<file path="config.mk">
export PLATFORM = sky130hd
export DESIGN_NAME = json_balance_validator
export DESIGN_NICKNAME = d
export VERILOG_FILES = /design/src/sv/jbv_pkg.sv /design/src/sv/json_balance_validator.sv
export SDC_FILE = /design/constraint.sdc
export NUM_CORES = 1
export LEC_CHECK = 0
export BUFFER_PORTS_ARGS = -buffer_cell sky130_fd_sc_hd__buf_2
export CORE_MARGIN = 8
export CORE_UTILIZATION = 44
export CTS_CLUSTER_SIZE = 25
export DETAILED_ROUTE_END_ITERATION = 12
export PLACE_DENSITY = 0.73
export SETUP_SLACK_MARGIN = 0.15
export SLEW_MARGIN = 0
export SYNTH_ARGS = -nofsm -noshare
export SYNTH_HDL_FRONTEND = slang
export SYNTH_SLANG_ARGS = --single-unit
</file>
<file path="constraint.sdc">
create_clock -name clk -period 2.6 [get_ports clk]
set_clock_uncertainty 0.2 [all_clocks]
set_input_delay 0.26 -clock clk [delete_from_list [all_inputs] [get_ports clk]]
set_output_delay 0.26 -clock clk [all_outputs]
set_load 0.01 [all_outputs]
</file>
<file path="src/sv/jbv_pkg.sv">
`default_nettype none

package jbv_pkg;

	localparam int CHAR_W = 8;

	typedef enum logic [2:0] {
		ERR_NONE      = 3'd0,
		ERR_UNDERFLOW = 3'd1,
		ERR_UNBALANCE = 3'd2,
		ERR_OPEN_STR  = 3'd3,
		ERR_OVERFLOW  = 3'd4
	} err_kind_t;

	localparam logic [CHAR_W-1:0] CH_LBRACE   = 8'h7B;
	localparam logic [CHAR_W-1:0] CH_RBRACE   = 8'h7D;
	localparam logic [CHAR_W-1:0] CH_LBRACKET = 8'h5B;
	localparam logic [CHAR_W-1:0] CH_RBRACKET = 8'h5D;
	localparam logic [CHAR_W-1:0] CH_BSLASH   = 8'h5C;
	localparam logic [CHAR_W-1:0] CH_QUOTE    = 8'h22;

endpackage

`default_nettype wire

</file>
<file path="src/sv/json_balance_validator.sv">
// Brace and bracket balance checker for JSON text. Each input word carries one
// byte, and a word with end_marker set closes the text; only that end word
// produces an output word, giving text_valid and error_kind, after which all
// tracking state returns to zero for the next text. One word is accepted per
// clock while in_ready is high. An accepted word is held in an input register
// and then processed against the depth counters and string/escape flags; an
// end word then loads the result register once the output word is free.
// in_ready drops only while an end word waits in the input register behind an
// output word that has not been taken. Depth counters saturate at MAX_DEPTH.
`default_nettype none

module json_balance_validator #(
	parameter int MAX_DEPTH = 255
) (
	input  wire logic                      clk,
	input  wire logic                      arst_n,
	input  wire logic                      in_valid,
	output logic                           in_ready,
	input  wire logic [jbv_pkg::CHAR_W-1:0] char_code,
	input  wire logic                      end_marker,
	output logic                           out_valid,
	input  wire logic                      out_ready,
	output logic                           text_valid,
	output logic [2:0]                     error_kind
);

	localparam int DEPTH_W = $clog2(MAX_DEPTH + 1);
	localparam logic [DEPTH_W-1:0] DEPTH_MAX = DEPTH_W'(MAX_DEPTH);

	// Input register.
	logic                       valid_s1;
	logic [jbv_pkg::CHAR_W-1:0] char_s1;
	logic                       end_s1;

	// Tracking state.
	logic [DEPTH_W-1:0]  brace_q, brace_d;
	logic [DEPTH_W-1:0]  bracket_q, bracket_d;
	logic                in_str_q, in_str_d;
	logic                esc_q, esc_d;
	jbv_pkg::err_kind_t  err_q, err_d;

	// Result register.
	logic                out_valid_q;
	logic                text_valid_q;
	jbv_pkg::err_kind_t  kind_q;

	logic                advance;
	logic                load_out;
	jbv_pkg::err_kind_t  kind;

	// An end word may leave the input register only when the result slot is free.
	assign advance  = valid_s1 && (!end_s1 || !out_valid_q || out_ready);
	assign in_ready = !valid_s1 || advance;
	assign load_out = advance && end_s1;

	always_ff @(posedge clk or negedge arst_n) begin
		if (!arst_n) begin
			valid_s1 <= 1'b0;
		end else if (in_ready) begin
			valid_s1 <= in_valid;
		end
	end

	always_ff @(posedge clk) begin
		if (in_ready && in_valid) begin
			char_s1 <= char_code;
			end_s1  <= end_marker;
		end
	end

	always_comb begin
		brace_d   = brace_q;
		bracket_d = bracket_q;
		in_str_d  = in_str_q;
		esc_d     = esc_q;
		err_d     = err_q;
		if (advance) begin
			if (end_s1) begin
				brace_d   = '0;
				bracket_d = '0;
				in_str_d  = 1'b0;
				esc_d     = 1'b0;
				err_d     = jbv_pkg::ERR_NONE;
			end else if (err_q == jbv_pkg::ERR_NONE) begin
				if (esc_q) begin
					esc_d = 1'b0;
				end else begin
					case (char_s1)
						jbv_pkg::CH_BSLASH: begin
							esc_d = 1'b1;
						end
						jbv_pkg::CH_QUOTE: begin
							in_str_d = !in_str_q;
						end
						jbv_pkg::CH_LBRACE: begin
							if (!in_str_q) begin
								if (brace_q == DEPTH_MAX) begin
									err_d = jbv_pkg::ERR_OVERFLOW;
								end else begin
									brace_d = brace_q + 1'b1;
								end
							end
						end
						jbv_pkg::CH_RBRACE: begin
							if (!in_str_q) begin
								if (brace_q == '0) begin
									err_d = jbv_pkg::ERR_UNDERFLOW;
								end else begin
									brace_d = brace_q - 1'b1;
								end
							end
						end
						jbv_pkg::CH_LBRACKET: begin
							if (!in_str_q) begin
								if (bracket_q == DEPTH_MAX) begin
									err_d = jbv_pkg::ERR_OVERFLOW;
								end else begin
									bracket_d = bracket_q + 1'b1;
								end
							end
						end
						jbv_pkg::CH_RBRACKET: begin
							if (!in_str_q) begin
								if (bracket_q == '0) begin
									err_d = jbv_pkg::ERR_UNDERFLOW;
								end else begin
									bracket_d = bracket_q - 1'b1;
								end
							end
						end
						default: begin
						end
					endcase
				end
			end
		end
	end

	// A sticky error wins, then open depth, then an open string.
	always_comb begin
		if (err_q != jbv_pkg::ERR_NONE) begin
			kind = err_q;
		end else if (brace_q != '0 || bracket_q != '0) begin
			kind = jbv_pkg::ERR_UNBALANCE;
		end else if (in_str_q) begin
			kind = jbv_pkg::ERR_OPEN_STR;
		end else begin
			kind = jbv_pkg::ERR_NONE;
		end
	end

	always_ff @(posedge clk or negedge arst_n) begin
		if (!arst_n) begin
			brace_q     <= '0;
			bracket_q   <= '0;
			in_str_q    <= 1'b0;
			esc_q       <= 1'b0;
			err_q       <= jbv_pkg::ERR_NONE;
			out_valid_q <= 1'b0;
		end else begin
			brace_q   <= brace_d;
			bracket_q <= bracket_d;
			in_str_q  <= in_str_d;
			esc_q     <= esc_d;
			err_q     <= err_d;
			if (load_out) begin
				out_valid_q <= 1'b1;
			end else if (out_ready) begin
				out_valid_q <= 1'b0;
			end
		end
	end

	always_ff @(posedge clk) begin
		if (load_out) begin
			kind_q       <= kind;
			text_valid_q <= (kind == jbv_pkg::ERR_NONE);
		end
	end

	assign out_valid  = out_valid_q;
	assign text_valid = text_valid_q;
	assign error_kind = kind_q;

endmodule

`default_nettype wire

</file>
==> flow_metrics.env <==
export IMPL_synthArstFlopShare_pct=62.86
export IMPL_clk_pin_slew_worst_paths_ps=70
export IMPL_grt_pass1_vias=1870
export IMPL_rows=25
export IMPL_wl_per_cell_um=15.37
export IMPL_clock_path_buffers=2
export IMPL_htreeDepth=2
export IMPL_rr_startpoint="char_s1[1]$_DFFE_PP_"
export IMPL_yosysUniqueCellTypes=54
export IMPL_worst_slack_ps=84.35
export IMPL_fin_nets=293
export IMPL_rsz0062_at_grt="yes"
export IMPL_worstPathRequired_ps=2570
export IMPL_vias_per_cell=5.519
export IMPL_syn_num_nets=240
export IMPL_root_buffer="clkbuf_8"
export IMPL_fin_tns_setup_ps=0
export IMPL_hpwl_um=3482
export IMPL_diodes=0
export IMPL_cp_arrival_ps=2490
export IMPL_seqPwrFrac_pct=50.6
export IMPL_worstMarginPinSlew_ps=504.0
export IMPL_setup_viol=0
export IMPL_timing_hold_ws_ps=87.38
export IMPL_final_min_clock_period_ps=2516
export IMPL_pre_cts_ws_ps=50.33
export IMPL_grt_first_pass_wirelength_um=8480
export IMPL_dieArea_mm2=0.007392
export IMPL_p_comb_share_pct=21.6
export IMPL_drive_gt1_share_pct=33.58
export IMPL_ioPinCount=19
export IMPL_synthFlopType="dfrtp_1"
export IMPL_ir_drop_mv=0.3442
export IMPL_clkSinkCount=35
export IMPL_dr_pass1_iters=4
export IMPL_grt_use_total_pct=14.49
export IMPL_worstSetupStartpoint="char_s1[1]$_DFFE_PP_"
export IMPL_synth_area_mm2=0.002155
export IMPL_die_y_um=85.98
export IMPL_max_freq_ghz=0.3975
export IMPL_drt_iter0_drc=95
export IMPL_ys_seq_area_share_pct=43.67
export IMPL_place_inst=306
export IMPL_multi_input_area_mm2=0.001292
export IMPL_critical_path_class="flop to flop"
export IMPL_start_util_pct=45.62
export IMPL_p_switching_mw=0.4170
export IMPL_avgSynthCellArea_um2=9.793
export IMPL_end_kind="flop"
export IMPL_p_clk_share_pct=27.9
export IMPL_cellLeakagePower_nw=1.213
export IMPL_grt_ovfl_total=0
export IMPL_hold_viol_final=0
export IMPL_hold_class="input port to flop"
export IMPL_insertion_delay_ps=290
export IMPL_start_kind="flop"
export IMPL_p_total_mw=1.382
export IMPL_grt_max_degree=23
export IMPL_slew_violations=0
export IMPL_cp_max_fo=5
export IMPL_synth_edff_count=13
export IMPL_slew_headroom_pct=66.40
export IMPL_cts_tree="yes"
export IMPL_antenna_found_initial=0
export IMPL_area_growth_syn_to_layout_pct=32.35
export IMPL_placed_area_mm2=0.002425
export IMPL_postSynthCellCount=220
export IMPL_ys_seq_elements=35
export IMPL_hold_start="out_ready"
export IMPL_fp_dieW_um=85.98
export IMPL_design_area_mm2=0.002851
export IMPL_port_buffers=18
export IMPL_stdcell_count=341
export IMPL_cell_internal_pwr_mw=0.9652
export IMPL_regArea_um2=940.9
export IMPL_power_density_mw_per_mm2=484.7
export IMPL_drc_errors=0
export IMPL_swShare_pct=30.17
export IMPL_cap_violations=0
export IMPL_core_area_mm2=0.004723
export IMPL_final_core_util_pct=60.37
export IMPL_status="finished clean"
export IMPL_vias=1882
export IMPL_fin_crit_sh_pct=96.76
export IMPL_yosysWarnings=0
export IMPL_gp_congestion=0.8851
export IMPL_fill_cells=362
export IMPL_ant_nets=0
export IMPL_drt_total_wl_um=5240
export IMPL_cts_made_buffers=5
[synth_stat cells, types with 3 or more instances]
library cell	n	area share, %
nor2_1	12	2.1
a211o_1	3	1.2
nor2b_1	5	1.5
dfrtp_1	22	26
nand2_1	18	3.1
nand2b_1	7	2.0
clkbuf_1	8	1.4
nand3_1	9	2.1
xnor2_1	4	1.6
a31oi_1	5	1.5
edfxtp_1	13	18
nand4_1	3	0.87
inv_1	6	1.0
xor2_1	5	2.0
or3_1	4	1.2
a21o_1	3	1.0
nor3b_1	3	1.0
a21oi_1	9	2.1
nor3_1	10	2.3
mux2_2	6	3.1
ha_1	7	4.1
o21ai_0	10	2.3
[worst paths after layout]
kind / end / slack [ps] / depth (start not counted)
setup reg to reg: brace_q[6]$_DFFE_PN0P_ / 80 / 12
hold / removal: out_valid$_DFFE_PN0P_ / 90 / 3
setup / recovery: brace_q[6]$_DFFE_PN0P_ / 80 / 12
hold reg to reg: error_kind[2]$_DFFE_PP_ / 350 / 0
max in group asynchronous: bracket_q[1]$_DFFE_PN0P_ / 1590 / 2
min in group asynchronous: brace_q[0]$_DFFE_PN0P_ / 270 / 2
[power by group through the flow]
stage,logic (mW),registers (mW),clock network (mW)
after floorplan,0.195,0.675,0
after global placement,0.255,0.702,0
after detailed placement,0.264,0.705,0
after CTS,0.283,0.694,0.399
after global routing,0.333,0.710,0.415
final,0.298,0.699,0.385
[cell families after synthesis]
logic type / share of synthesized area, %
AND/OR/NAND/NOR: 23.63
adder cells (fa/ha/maj): 4.065
AO/OA/AOI/OAI: 17.48
buffers and inverters: 3.426
XOR/XNOR: 3.658
flip-flops: 43.67
multiplexers: 4.065
[cell usage in the layout, fill, tap and decap left out, types with 3 or more instances in the layout]
master / count
nand4_1: 3
a21o_1: 3
edfxtp_1: 13
buf_6: 4
clkbuf_8: 5
nor3_1: 9
o21ai_0: 9
xor2_1: 4
a21oi_1: 8
mux2_2: 6
ha_1: 3
dfrtp_1: 22
clkinv_2: 3
nand3_1: 7
inv_1: 5
nand2b_1: 6
a31oi_1: 4
nor3b_1: 3
dlygate4sd3_1: 11
nand2_1: 18
nor2_1: 12
a211o_1: 3
buf_2: 18
or3_1: 4
nor2b_1: 5
buf_4: 24
[area by class of cell]
cell class              instances  area share [%]
inverters                       6          0.8776
multi-input cells             168           45.33
repair buffers                 57           14.92
well taps                      67           2.940
clock buffers                   5           2.413
clock inverters                 3          0.5265
flip-flops and latches         35           33.00
[state kept, by name, summed over array words and instances (netlist names)]
| signal | flops |
|---|---|
| in_str_q | 1 |
| valid_s1 | 1 |
| text_valid | 1 |
| bracket_q | 8 |
| esc_q | 1 |
| error_kind | 3 |
| char_s1 | 8 |
| err_q | 2 |
| brace_q | 8 |
| out_valid | 1 |
| end_s1 | 1 |
[routing by layer]
layer / vias to the layer above / global-route usage, % / wire length, um
li1: 932 / - / -
met1: 904 / 17.06 / 2319
met2: 35 / 23.93 / 2617
met3: 11 / 3.725 / 202
met4: 0 / 6.847 / 101
met5: - / 0 / 0
[worst max-delay path: stages (launching register included)]
cell and delay (ps):
edfxtp_1 390, and4b_2 350, nand2b_4 80, buf_6 130
xnor2_2 120, ha_2 180, buf_4 130, buf_4 130
nand3_1 100, nand3_2 150, a31oi_2 210, xor2_1 140
o21ai_0 80
[timing repair]
action / CTS / global route
endpoints found under the hold margin: 32 / 0
buffers inserted: 6 / 10
endpoints found under the setup margin: 6 / 15
resized for setup: 4 / 17
pin swaps: 3 / 12
gates cloned: 0 / 0
hold buffers: 11 / 0
No activity file was read; power rests on OpenSTA's default activity.
